## src/rtl/cem_pkg.sv

```systemverilog
// Types, constants and codes shared by the cluster extent map block.
package cem_pkg;

  localparam int RUN_COUNT = 16;
  localparam int RUN_W     = (RUN_COUNT > 1) ? $clog2(RUN_COUNT) : 1;

  localparam int CLUSTER_W = 28;
  localparam int SECTOR_W  = 32;
  localparam int LOG2_W    = 3;
  localparam int CFG_IDX_W = 2;

  localparam logic [CLUSTER_W-1:0] END_MARK = 28'hFFFFFF8;

  localparam logic [CFG_IDX_W-1:0] REG_DATA_START   = 2'd0;
  localparam logic [CFG_IDX_W-1:0] REG_CLUSTER_LOG2 = 2'd1;

  typedef enum logic [1:0] {
    KIND_START  = 2'd0,
    KIND_LINK   = 2'd1,
    KIND_LOOKUP = 2'd2
  } kind_t;

  typedef enum logic [1:0] {
    ST_OK       = 2'd0,
    ST_END      = 2'd1,
    ST_OVERFLOW = 2'd2,
    ST_MISS     = 2'd3
  } status_t;

  typedef struct packed {
    kind_t                kind;
    logic [CLUSTER_W-1:0] cluster_value;
    logic [SECTOR_W-1:0]  file_sector;
  } req_t;

  typedef struct packed {
    status_t             status;
    logic [SECTOR_W-1:0] card_sector;
  } rsp_t;

  // table write command broadcast to every cell
  typedef struct packed {
    logic                 clear;
    logic                 wr;
    logic                 ext;
    logic [RUN_W-1:0]     sel;
    logic [CLUSTER_W-1:0] first_index;
    logic [CLUSTER_W-1:0] end_index;
    logic [CLUSTER_W-1:0] first_cluster;
  } cell_cmd_t;

  // lookup query travelling down the chain
  typedef struct packed {
    logic                valid;
    logic                hit;
    logic [SECTOR_W-1:0] idx;
    logic [SECTOR_W-1:0] cl;
  } token_t;

endpackage

```

## src/rtl/cem_cell.sv

```systemverilog
// One extent table entry plus one stage of the lookup chain.
module cem_cell (
  input  logic                     clk,
  input  logic                     rst,
  input  logic [cem_pkg::RUN_W-1:0] id,
  input  cem_pkg::cell_cmd_t       cmd,
  input  cem_pkg::token_t          tok_in,
  output cem_pkg::token_t          tok_out
);
  import cem_pkg::*;

  logic [CLUSTER_W-1:0] first_index;
  logic [CLUSTER_W-1:0] end_index;
  logic [CLUSTER_W-1:0] first_cluster;
  logic                 selected;
  logic                 match;
  logic [SECTOR_W-1:0]  cl;

  assign selected = (cmd.sel == id);

  always_ff @(posedge clk) begin
    if (rst) begin
      first_index   <= '0;
      end_index     <= '0;
      first_cluster <= '0;
    end else if (cmd.wr && selected) begin
      first_index   <= cmd.first_index;
      end_index     <= cmd.end_index;
      first_cluster <= cmd.first_cluster;
    end else if (cmd.clear) begin
      first_index   <= '0;
      end_index     <= '0;
      first_cluster <= '0;
    end else if (cmd.ext && selected) begin
      end_index <= end_index + CLUSTER_W'(1);
    end
  end

  // empty runs never match; an earlier hit passes through untouched
  assign match = tok_in.valid && !tok_in.hit && (first_index != end_index)
                 && (tok_in.idx >= SECTOR_W'(first_index))
                 && (tok_in.idx <  SECTOR_W'(end_index));

  assign cl = tok_in.idx - SECTOR_W'(first_index) + SECTOR_W'(first_cluster)
              - SECTOR_W'(2);

  always_ff @(posedge clk) begin
    if (rst) begin
      tok_out.valid <= 1'b0;
    end else begin
      tok_out.valid <= tok_in.valid;
    end
    tok_out.idx <= tok_in.idx;
    tok_out.hit <= tok_in.hit || match;
    tok_out.cl  <= match ? cl : tok_in.cl;
  end

endmodule

```

## config.mk

```make
export PLATFORM = sky130hd
export DESIGN_NAME = cem_cell
export DESIGN_NICKNAME = d
export VERILOG_FILES = /design/src/rtl/cem_pkg.sv /design/src/rtl/cem_cell.sv
export SDC_FILE = /design/constraint.sdc
export NUM_CORES = 1
export LEC_CHECK = 0
export BUFFER_PORTS_ARGS = -buffer_cell sky130_fd_sc_hd__buf_4
export CORE_MARGIN = 10
export CORE_UTILIZATION = 50
export CTS_BUF_LIST = sky130_fd_sc_hd__clkbuf_2 sky130_fd_sc_hd__clkbuf_4 sky130_fd_sc_hd__clkbuf_8
export CTS_CLUSTER_DIAMETER = 100
export DETAILED_ROUTE_END_ITERATION = 7
export HOLD_SLACK_MARGIN = 0.06
export MAX_ROUTING_LAYER = met4
export PLACE_DENSITY = 0.75
export REMOVE_ABC_BUFFERS = 1
export SYNTH_ARGS = -nofsm -noshare
export SYNTH_HDL_FRONTEND = slang
export SYNTH_SLANG_ARGS = --single-unit
```

## constraint.sdc

```tcl
create_clock -name clk -period 4.5 [get_ports clk]
set_input_delay 0.9 -clock clk [delete_from_list [all_inputs] [get_ports clk]]
set_output_delay 0.9 -clock clk [all_outputs]
set_load 0.01 [all_outputs]
```

==> metrics, run 1 <==
run status complete, no violations; wire length per cell after detailed routing 17.01 um; final hold violations 0; FF+latch area 0.003003 sq mm; Core Footprint 0.01959 sq mm; number of DRC violations after detailed routing 0; Overall Global Routing Usage 0.2239; gp weighted congestion 0.8944; post-synthesis average cell area 8.483 sq um; clock transition at the registers of the reported paths 0.08 ns; TritonCTS clock tree built; aggregate global routing overflow 0; number of buffers inserted during clock tree synthesis 17; main area contributors after synthesis sky130_fd_sc_hd__dfxtp_1, sky130_fd_sc_hd__ha_1, sky130_fd_sc_hd__inv_1, sky130_fd_sc_hd__a21oi_1, sky130_fd_sc_hd__fa_1; number of sinks on the clock net 150; GRT Max-Usage Layer met2; dominant cell type by area after synthesis sky130_fd_sc_hd__dfxtp_1; Global Route met2 Usage 0.3524; # Max-Cap Violations 0; I/O pins 229; Placement Rows 51; vias in the first global route 8801; count of placed standard cells in the final layout, fillers left out 1684; global-route wire length before repair 46380 um; portion of the clock cycle consumed by the worst path in the final layout 0.8907; CTS resizes 0; number of instances in the placed design 1650; deepest clock path buffer count 2; WP data arrival 4.36 ns; fraction of registers with async set/reset 0; classification of the worst setup path primary input to flop; part of the Yosys area used for sequential elements 0.2992; worst min-delay path category flop to flop; final-layout worst hold slack 0.5329 ns; HPWL Detailed 22820 um; IO Port Bufs 228; PD cells 272.5 mW/mm^2; Die W 161.7 um; area occupied by multi-input gates 0.006170 sq mm; met1 layer usage reported by global route 0.2851; unique cell type count in the Yosys netlist 67; top flip-flop cell by instance count after synthesis sky130_fd_sc_hd__dfxtp_1; initial drt markers 654; number of filler instances in the final layout 1735; First-pass DRT Iterations 5; number of buffers added to fix hold violations after cts 0; count of flip-flops with a built-in enable after synthesis 0; worst ir drop on vdd 0.1843 mV; worst max-slew margin expressed relative to the limit 0.3441; area enclosed by the die boundary 0.02614 sq mm; Layout area overhead 24.14%; element type at the critical path start primary input; setup repair after global routing missed its margin false; vias per cell 5.219; total via count in the routed design 8788; critical path endpoint category flop; Gate Count Post-Synth 1183; antenna violation net count after detailed routing 0; leakage power total 5.659 nW; clock period minus worst slack 4.008 ns; CP Max Fanout 6; fraction of final layout cells with drive strength greater than 1 0.2237; # Post-CTS Setup Buffers 0; Starting Density 0.5123; H-tree levels 4; total number of nets in the final design 1712; Max Clock Skew 0.01616 ns; cell area reported after detailed placement 0.01204 sq mm; Final Setup Violations 0; antenna violations before repair 1; maximum number of pins on one net before global-route repair 86; Req. time, crit path 4.85 ns; post-synthesis instance area 0.01004 sq mm; fmax 249.5 MHz; Worst-Margin Slew 0.9839 ns; clock insertion delay at the later pin of the skew report 0.46 ns; met3 track demand over resource in global routing 0.04272; total of warnings raised by yosys 0; final instance area 0.01246 sq mm; die boundary height 161.7 um; clock root buffer master sky130_fd_sc_hd__clkbuf_8; Max Transition Viols Final 0; number of synthesized register bits 150; total wire length after detailed routing 28650 um; area share of the leading cell type in the synthesized netlist 0.2992
flip-flops by register name, summed over array words and instances (netlist names):
name	cells
first_cluster	28
tok_out	66
first_index	28
end_index	28
final timing paths:
check             slack [ns]                   startpoint  depth (start not counted)                          to
hold reg to reg         0.53   end_index[26]$_SDFFE_PP0P_                          2  end_index[26]$_SDFFE_PP0P_
setup reg to reg        0.71  first_index[1]$_SDFFE_PP0P_                         15         tok_out[31]$_DFF_P_
setup / recovery        0.49                   tok_in[33]                         17         tok_out[31]$_DFF_P_
hold / removal          0.53   end_index[26]$_SDFFE_PP0P_                          2  end_index[26]$_SDFFE_PP0P_
logic make-up (layout without fill, tap and decap cells):
| group | Yosys count | after routing | synth area share |
|---|---|---|---|
| mux | 33 | 33 | 0.03803 |
| flops | 150 | 150 | 0.2992 |
| xor+xnor | 73 | 73 | 0.06371 |
| simple gates | 306 | 306 | 0.1452 |
| other cells | 0 | 2 | 0 |
| buf+inv | 222 | 456 | 0.08627 |
| fa+ha+maj | 145 | 145 | 0.2025 |
| compound gates | 254 | 254 | 0.1651 |
through the flow:
step | power [mW] | util | setup TNS (ns) | setup slack (ns)
global route | 3.576 | 0.6358 | 0 | 0.3136
detailed placement | 2.313 | 0.6147 | 0 | 0.01003
floorplan | 1.947 | - | -34.59 | -1.455
finish | 3.394 | 0.6359 | 0 | 0.4917
global placement | 2.300 | 0.6147 | 0 | 0.08577
CTS | 3.422 | 0.6357 | 0 | 0.5202
final cells by class:
class,instances,area share
Inverter,175,0.05273
Timing Repair Buffer,249,0.1510
Multi-Input combinational cell,811,0.4952
Clock inverter,12,0.01235
Antenna cell,2,0.0004017
Tap cell,265,0.02661
Clock buffer,20,0.02059
Sequential cell,150,0.2410
layer usage:
metal | vias to the layer above | wire (um)
li1 | 4462 | -
met1 | 4038 | 12990
met2 | 252 | 13540
met3 | 36 | 1507
met4 | 0 | 616
met5 | - | 0
report_power, final:
part / internal, mW / total, mW / switching, mW / leakage [nW]
logic: 0.424 / 0.884 / 0.459 / 4.22
registers: 1.38 / 1.40 / 0.0224 / 1.24
clock network: 0.567 / 1.11 / 0.546 / 0.203
total: 2.37 / 3.39 / 1.03 / 5.66
worst max-delay path: stages:
cell and delay [ns]:
sky130_fd_sc_hd__buf_4 0.10, sky130_fd_sc_hd__inv_1 0.06, sky130_fd_sc_hd__ha_1 0.32, sky130_fd_sc_hd__fa_1 0.45, sky130_fd_sc_hd__inv_1 0.07, sky130_fd_sc_hd__ha_1 0.15, sky130_fd_sc_hd__inv_1 0.05, sky130_fd_sc_hd__fa_1 0.41
sky130_fd_sc_hd__nor2b_1 0.19, sky130_fd_sc_hd__o31ai_1 0.09, sky130_fd_sc_hd__buf_4 0.16, sky130_fd_sc_hd__a211oi_2 0.33, sky130_fd_sc_hd__o31ai_4 0.17, sky130_fd_sc_hd__o31ai_2 0.35, sky130_fd_sc_hd__a21oi_1 0.14, sky130_fd_sc_hd__xor2_1 0.16
sky130_fd_sc_hd__mux2_2 0.26
synth_stat cells, types with 2 or more instances:
master / instances
sky130_fd_sc_hd__inv_1: 175
sky130_fd_sc_hd__dfxtp_1: 150
sky130_fd_sc_hd__a21oi_1: 122
sky130_fd_sc_hd__ha_1: 116
sky130_fd_sc_hd__nor2_1: 101
sky130_fd_sc_hd__nor3_1: 79
sky130_fd_sc_hd__nand2_1: 47
sky130_fd_sc_hd__xnor2_1: 42
sky130_fd_sc_hd__clkbuf_1: 32
sky130_fd_sc_hd__xor2_1: 31
sky130_fd_sc_hd__fa_1: 29
sky130_fd_sc_hd__o21ai_0: 25
sky130_fd_sc_hd__a21o_1: 22
sky130_fd_sc_hd__mux2_1: 21
sky130_fd_sc_hd__nand4_1: 20
sky130_fd_sc_hd__a22oi_1: 18
sky130_fd_sc_hd__nand3_1: 15
sky130_fd_sc_hd__a211oi_1: 12
sky130_fd_sc_hd__nor4_1: 12
sky130_fd_sc_hd__mux2_2: 8
sky130_fd_sc_hd__buf_2: 6
sky130_fd_sc_hd__nand2b_1: 6
sky130_fd_sc_hd__nor3b_1: 6
sky130_fd_sc_hd__o31ai_1: 6
sky130_fd_sc_hd__a31oi_1: 5
sky130_fd_sc_hd__o21ai_1: 5
sky130_fd_sc_hd__and3_1: 4
sky130_fd_sc_hd__buf_1: 4
sky130_fd_sc_hd__nor2b_1: 4
sky130_fd_sc_hd__o21bai_1: 4
sky130_fd_sc_hd__a211oi_2: 3
sky130_fd_sc_hd__a22o_1: 3
sky130_fd_sc_hd__and2_1: 3
sky130_fd_sc_hd__buf_6: 3
sky130_fd_sc_hd__mux2_4: 3
sky130_fd_sc_hd__o41ai_1: 3
sky130_fd_sc_hd__or2_2: 3
sky130_fd_sc_hd__a2111oi_2: 2
sky130_fd_sc_hd__a221oi_1: 2
sky130_fd_sc_hd__and4_1: 2
sky130_fd_sc_hd__clkbuf_2: 2
sky130_fd_sc_hd__o21a_1: 2
layout by cell type (no fill, tap or decap), drive strengths merged, types with 31 or more instances in the layout:
master / count
a21oi: 123
buf: 249
dfxtp: 150
ha: 116
inv: 176
mux2: 32
nand2: 47
nor2: 101
nor3: 80
o21ai: 31
xnor2: 42
xor2: 31
Power figures use the tool's default switching activity.
==> run 2, diff against run 1 <==
--- a/config.mk
+++ b/config.mk
@@ -6,14 +6,16 @@
 export NUM_CORES = 1
 export LEC_CHECK = 0
 export BUFFER_PORTS_ARGS = -buffer_cell sky130_fd_sc_hd__buf_4
+export CELL_PAD_IN_SITES_DETAIL_PLACEMENT = 0
+export CELL_PAD_IN_SITES_GLOBAL_PLACEMENT = 1
 export CORE_MARGIN = 10
-export CORE_UTILIZATION = 50
+export CORE_UTILIZATION = 42
 export CTS_BUF_LIST = sky130_fd_sc_hd__clkbuf_2 sky130_fd_sc_hd__clkbuf_4 sky130_fd_sc_hd__clkbuf_8
 export CTS_CLUSTER_DIAMETER = 100
 export DETAILED_ROUTE_END_ITERATION = 7
 export HOLD_SLACK_MARGIN = 0.06
 export MAX_ROUTING_LAYER = met4
-export PLACE_DENSITY = 0.75
+export PLACE_DENSITY = 0.83
 export REMOVE_ABC_BUFFERS = 1
 export SYNTH_ARGS = -nofsm -noshare
 export SYNTH_HDL_FRONTEND = slang
==> run 2 against run 1 <==
Via count is 0.60% lower. Core utilization fell by 10 points. Sequential power about the same. Die area up 17%. Combinational power about the same. Fmax is 0.81% higher.
==> metrics, run 2 (synthesized netlist as in run 1, its figures left out) <==
run status complete, no violations; clock period minus worst slack 3.976 ns; fmax 251.5 MHz; maximum number of pins on one net before global-route repair 86; IO Port Bufs 228; die boundary height 174.6 um; portion of the clock cycle consumed by the worst path in the final layout 0.8836; worst max-slew margin expressed relative to the limit 0.3139; Core Footprint 0.02347 sq mm; HPWL Detailed 23960 um; total via count in the routed design 8735; global-route wire length before repair 47840 um; register name with the most flops tok_out; Req. time, crit path 4.86 ns; number of sinks on the clock net 150; WP data arrival 4.34 ns; Starting Density 0.4276; largest stage delay on the critical path 0.52 ns; H-tree levels 4; clock transition at the registers of the reported paths 0.09 ns; sequential share of power 0.416; flip-flop count of the largest register, all copies and words added 66; wire length per cell after detailed routing 17.32 um; number of DRC violations after detailed routing 0; # Post-CTS Setup Buffers 0; # Max-Cap Violations 0; slowest cell on the critical path sky130_fd_sc_hd__fa_1; initial drt markers 543; cell breakdown of the critical path buf_4 -> inv_1 -> ha_1 -> fa_1 -> inv_1 -> ha_1 -> a21oi_2 -> o221ai_2 -> a2111oi_2 -> nor3_4 -> a311oi_4 -> o41ai_1 -> xor2_1 -> mux2_4; First-pass DRT Iterations 5; Max Clock Skew 0.01516 ns; setup repair after global routing missed its margin false; I/O pins 229; final hold violations 0; number of buffers added to fix hold violations after cts 0; leakage power total 5.640 nW; classification of the worst setup path primary input to flop; CP Max Fanout 5; Layout area overhead 24.42%; Die W 174.6 um; number of filler instances in the final layout 2251; vias per cell 5.037; worst min-delay path category flop to flop; Placement Setup Slack 0.03886 ns; number of buffers inserted during clock tree synthesis 17; PD cells 269.4 mW/mm^2; commonest cells after routing, fill and taps aside sky130_fd_sc_hd__buf_4, sky130_fd_sc_hd__inv_1, sky130_fd_sc_hd__dfxtp_1, sky130_fd_sc_hd__a21oi_1, sky130_fd_sc_hd__ha_1; CTS resizes 0; Worst-Margin Slew 1.029 ns; Overall Global Routing Usage 0.2005; area enclosed by the die boundary 0.03048 sq mm; total power of the final layout 3.364 mW; # diodes 0; part of the power in the clock network 0.321; Placement Rows 56; Max Transition Viols Final 0; fin util 0.5320; TritonCTS clock tree built; share of total power in combinational logic 0.264; clock root buffer master sky130_fd_sc_hd__clkbuf_8; aggregate global routing overflow 0; switching power 1.104 mW; critical path endpoint category flop; Worst Slack Setup Final 0.5240 ns; worst ir drop on vdd 0.1591 mV; total number of nets in the final design 1710; total wire length after detailed routing 30040 um; antenna violation net count after detailed routing 0; vias in the first global route 8693; most common cell after layout, fill and taps aside sky130_fd_sc_hd__buf_4; fraction of power spent switching nets 0.3282; internal power component 2.260 mW; antenna violations before repair 0; element type at the critical path start primary input; Final Setup Violations 0; gp weighted congestion 0.9080; deepest clock path buffer count 2; clock insertion delay at the later pin of the skew report 0.48 ns; fraction of final layout cells with drive strength greater than 1 0.2226
run 2: worst paths after layout:
kind | start | end | slack [ns] | cells after the start
worst max-delay path | tok_in[38] | tok_out[30]$_DFF_P_ | 0.52 | 14
worst min-delay path | end_index[26]$_SDFFE_PP0P_ | end_index[26]$_SDFFE_PP0P_ | 0.53 | 2
worst max register to register | first_index[6]$_SDFFE_PP0P_ | tok_out[30]$_DFF_P_ | 0.72 | 12
worst min register to register | end_index[26]$_SDFFE_PP0P_ | end_index[26]$_SDFFE_PP0P_ | 0.53 | 2
run 2: power groups by stage:
stage	registers (mW)	clock network [mW]	logic, mW
2_1_floorplan	1.45	0	0.502
3_3_place_gp	1.43	0	0.881
3_5_place_dp	1.43	0	0.888
4_1_cts	1.40	1.11	0.893
5_1_grt	1.40	1.16	0.989
6_report	1.40	1.08	0.887
run 2: final cells by class:
cell class	count	area (sq um)	area share
repair buffers	247	1867	0.1495
well taps	319	399.1	0.03196
inverters	175	656.9	0.05261
clock buffers	17	234.0	0.01874
multi-input cells	811	6170	0.4941
clock inverters	15	157.7	0.01263
flip-flops and latches	150	3003	0.2405
run 2: metrics by stage:
stage          instance area [sq um]  cells  hold slack, ns  TNS [ns]
2_1_floorplan                   9827   1136          0.4975    -34.59
3_3_place_gp                   12100   1702          0.5127         0
3_5_place_dp                   12100   1702          0.5192         0
4_1_cts                        12490   1734          0.5140         0
5_1_grt                        12490   1734          0.5146         0
6_report                       12490   1734          0.5325         0
run 2: worst max-delay path: cells and delay by family:
| family | cells | cell delay (ns) |
|---|---|---|
| compound gates | 5 | 1.45 |
| xor+xnor | 1 | 0.16 |
| fa+ha+maj | 3 | 1.25 |
| buf+inv | 3 | 0.18 |
| mux | 1 | 0.27 |
| simple gates | 1 | 0.13 |
run 2: routing by layer:
metal | track usage | wire, um | vias up
met5 | - | 0 | -
met4 | 0.05334 | 475 | 0
met3 | 0.03212 | 1351 | 35
met2 | 0.3189 | 14040 | 225
met1 | 0.2604 | 14160 | 4021
li1 | - | - | 4454
==> run 3, diff against run 2 <==
==> constraint.sdc (replaced) <==
create_clock -name clk -period 4.5 [get_ports clk]
set_input_delay 0.225 -clock clk [delete_from_list [all_inputs] [get_ports clk]]
set_output_delay 0.225 -clock clk [all_outputs]
set_load 0.005 [all_outputs]
==> run 3 against run 2 <==
First-iteration DRC count is 7.4% lower. Combinational power is 8.6% higher. Largest cell class unchanged. Sequential share of layout area shrank 2.3 points. Highest routed layer unchanged. Flip-flop and latch count unchanged. Cell area up 11%. Clock power is 7% higher. Cell count is 7.4% higher. Clock skew grew 0.00084 ns. Sequential power barely moved. Count of clock-buffer cells in the layout did not move.
==> metrics, run 3 (synthesized netlist as in run 1, its figures left out) <==
WP data arrival 4.43 ns; fmax 245.4 MHz; final-layout worst hold slack 0.07668 ns; register name with the most flops tok_out; most common cell after layout, fill and taps aside sky130_fd_sc_hd__buf_4; clock transition at the registers of the reported paths 0.10 ns; number of instances in the placed design 1689; number of buffer and inverter instances along the worst setup path 6; setup repair after global routing missed its margin false; fraction of power spent switching nets 0.3123; area enclosed by the die boundary 0.03048 sq mm; clock period minus worst slack 4.075 ns; clock insertion delay at the later pin of the skew report 0.48 ns; deepest clock path buffer count 2; switching power 1.102 mW; worst max-slew margin expressed relative to the limit 0.3108; Final Setup Violations 0; cell breakdown of the critical path dlygate4sd3_1 -> buf_4 -> inv_1 -> ha_1 -> fa_1 -> inv_1 -> ha_1 -> inv_1 -> fa_1 -> nor2b_1 -> o31ai_1 -> buf_4 -> a211oi_2 -> o31ai_4 -> o31ai_2 -> a21oi_1 -> xor2_1 -> mux2_2; antenna violations before repair 1; Placement Rows 56; portion of the clock cycle consumed by the worst path in the final layout 0.9055; total power of the final layout 3.528 mW; IO Port Bufs 228; count of placed standard cells in the final layout, fillers left out 1863; clock root buffer master sky130_fd_sc_hd__clkbuf_8; commonest cells after routing, fill and taps aside sky130_fd_sc_hd__buf_4, sky130_fd_sc_hd__inv_1, sky130_fd_sc_hd__dfxtp_1, sky130_fd_sc_hd__dlygate4sd3_1, sky130_fd_sc_hd__a21oi_1; share of total power in combinational logic 0.273; final hold violations 0; CTS resizes 0; Layout area overhead 37.89%; classification of the worst setup path primary input to flop; die boundary height 174.6 um; fraction of final layout cells with drive strength greater than 1 0.1957; category of cells accounting for the largest share of critical-path delay adder cells; number of DRC violations after detailed routing 0; largest stage delay on the critical path 0.54 ns; antenna violation net count after detailed routing 0; worst min-delay path category primary input to flop; leakage power total 6.178 nW; part of the power in the clock network 0.330; Starting Density 0.4276; run status complete, no violations; vias per cell 4.996; number of sinks on the clock net 150; total wire length after detailed routing 31930 um; slowest cell on the critical path sky130_fd_sc_hd__dlygate4sd3_1; CP Max Fanout 7; initial drt markers 503; wire length per cell after detailed routing 17.14 um; TritonCTS clock tree built; Die W 174.6 um; critical path endpoint category flop; total via count in the routed design 9308; I/O pins 229; Most common cell on crit path sky130_fd_sc_hd__inv_1; H-tree levels 4; Worst-Margin Slew 1.034 ns; flip-flop count of the largest register, all copies and words added 66; sequential share of power 0.397; Req. time, crit path 4.86 ns; HPWL Detailed 23650 um; worst ir drop on vdd 0.1658 mV; PD cells 254.9 mW/mm^2; maximum number of pins on one net before global-route repair 86; # Max-Cap Violations 0; element type at the critical path start primary input; Max Transition Viols Final 0; gp weighted congestion 0.9049; aggregate global routing overflow 0; total number of nets in the final design 1838; Max Clock Skew 0.01600 ns; First-pass DRT Iterations 5; number of buffers inserted during clock tree synthesis 17; Core Footprint 0.02347 sq mm; global-route wire length before repair 51080 um; vias in the first global route 9503; Overall Global Routing Usage 0.2113; internal power component 2.426 mW
## run 3: worst register-to-register path, delay by kind of cell, from the launching register on
kind                       cells  cell delay [ns]
muxes                          1             0.27
AOI/OAI and AO/OA              5             1.20
DFF                            1             0.42
buffers and inverters          3             0.30
xor gates and xnor gates       1             0.16
adders and majority gates      4             1.37
and+or+nand+nor                1             0.18
## run 3: path summary, 6_finish.rpt
check	from	end	slack [ns]	cells after the start
hold / removal	cmd[32]	end_index[4]$_SDFFE_PP0P_	0.08	3
setup reg to reg	first_index[1]$_SDFFE_PP0P_	tok_out[31]$_DFF_P_	0.49	15
hold reg to reg	end_index[26]$_SDFFE_PP0P_	end_index[26]$_SDFFE_PP0P_	0.53	2
setup / recovery	tok_in[33]	tok_out[31]$_DFF_P_	0.43	18
## run 3: metal layers
layer,part of all wire,track usage,routed length (um)
met5,0,-,0
met4,0.016,0.05687,499
met3,0.036,0.02953,1136
met2,0.48,0.3484,15430
met1,0.47,0.2668,14870
## run 3: metrics by stage
step | worst slack, ns | utilization | cell area (sq um) | setup TNS [ns]
finish | 0.4253 | 0.5896 | 13840 | 0
CTS | 0.4870 | 0.5894 | 13840 | 0
global route | 0.2126 | 0.5896 | 13840 | 0
detailed placement | 0.5377 | 0.5111 | 12000 | 0
floorplan | -0.7799 | - | 9827 | -15.69
global placement | 0.6574 | 0.5111 | 12000 | 0
## run 3: final cells by class
cell class	instances	area [sq um]
sequential	150	3003
multi-input combinational	811	6170
timing repair buffer	375	3181
antenna	1	2.502
inverter	175	656.9
clock buffer	17	234.0
fill	2094	9634
tap	319	399.1
clock inverter	15	192.7
## run 3: what timing repair did
item,CTS,global route
hold buffers,141,0
hold endpoints to repair,141,0
setup buffers,0,0
## run 3: power by group through the flow
stage	clock [mW]	sequential [mW]	combinational (mW)
2_1_floorplan	0	1.43	0.502
3_3_place_gp	0	1.43	0.844
3_5_place_dp	0	1.43	0.854
4_1_cts	1.19	1.40	0.965
5_1_grt	1.24	1.41	1.07
6_report	1.16	1.40	0.963
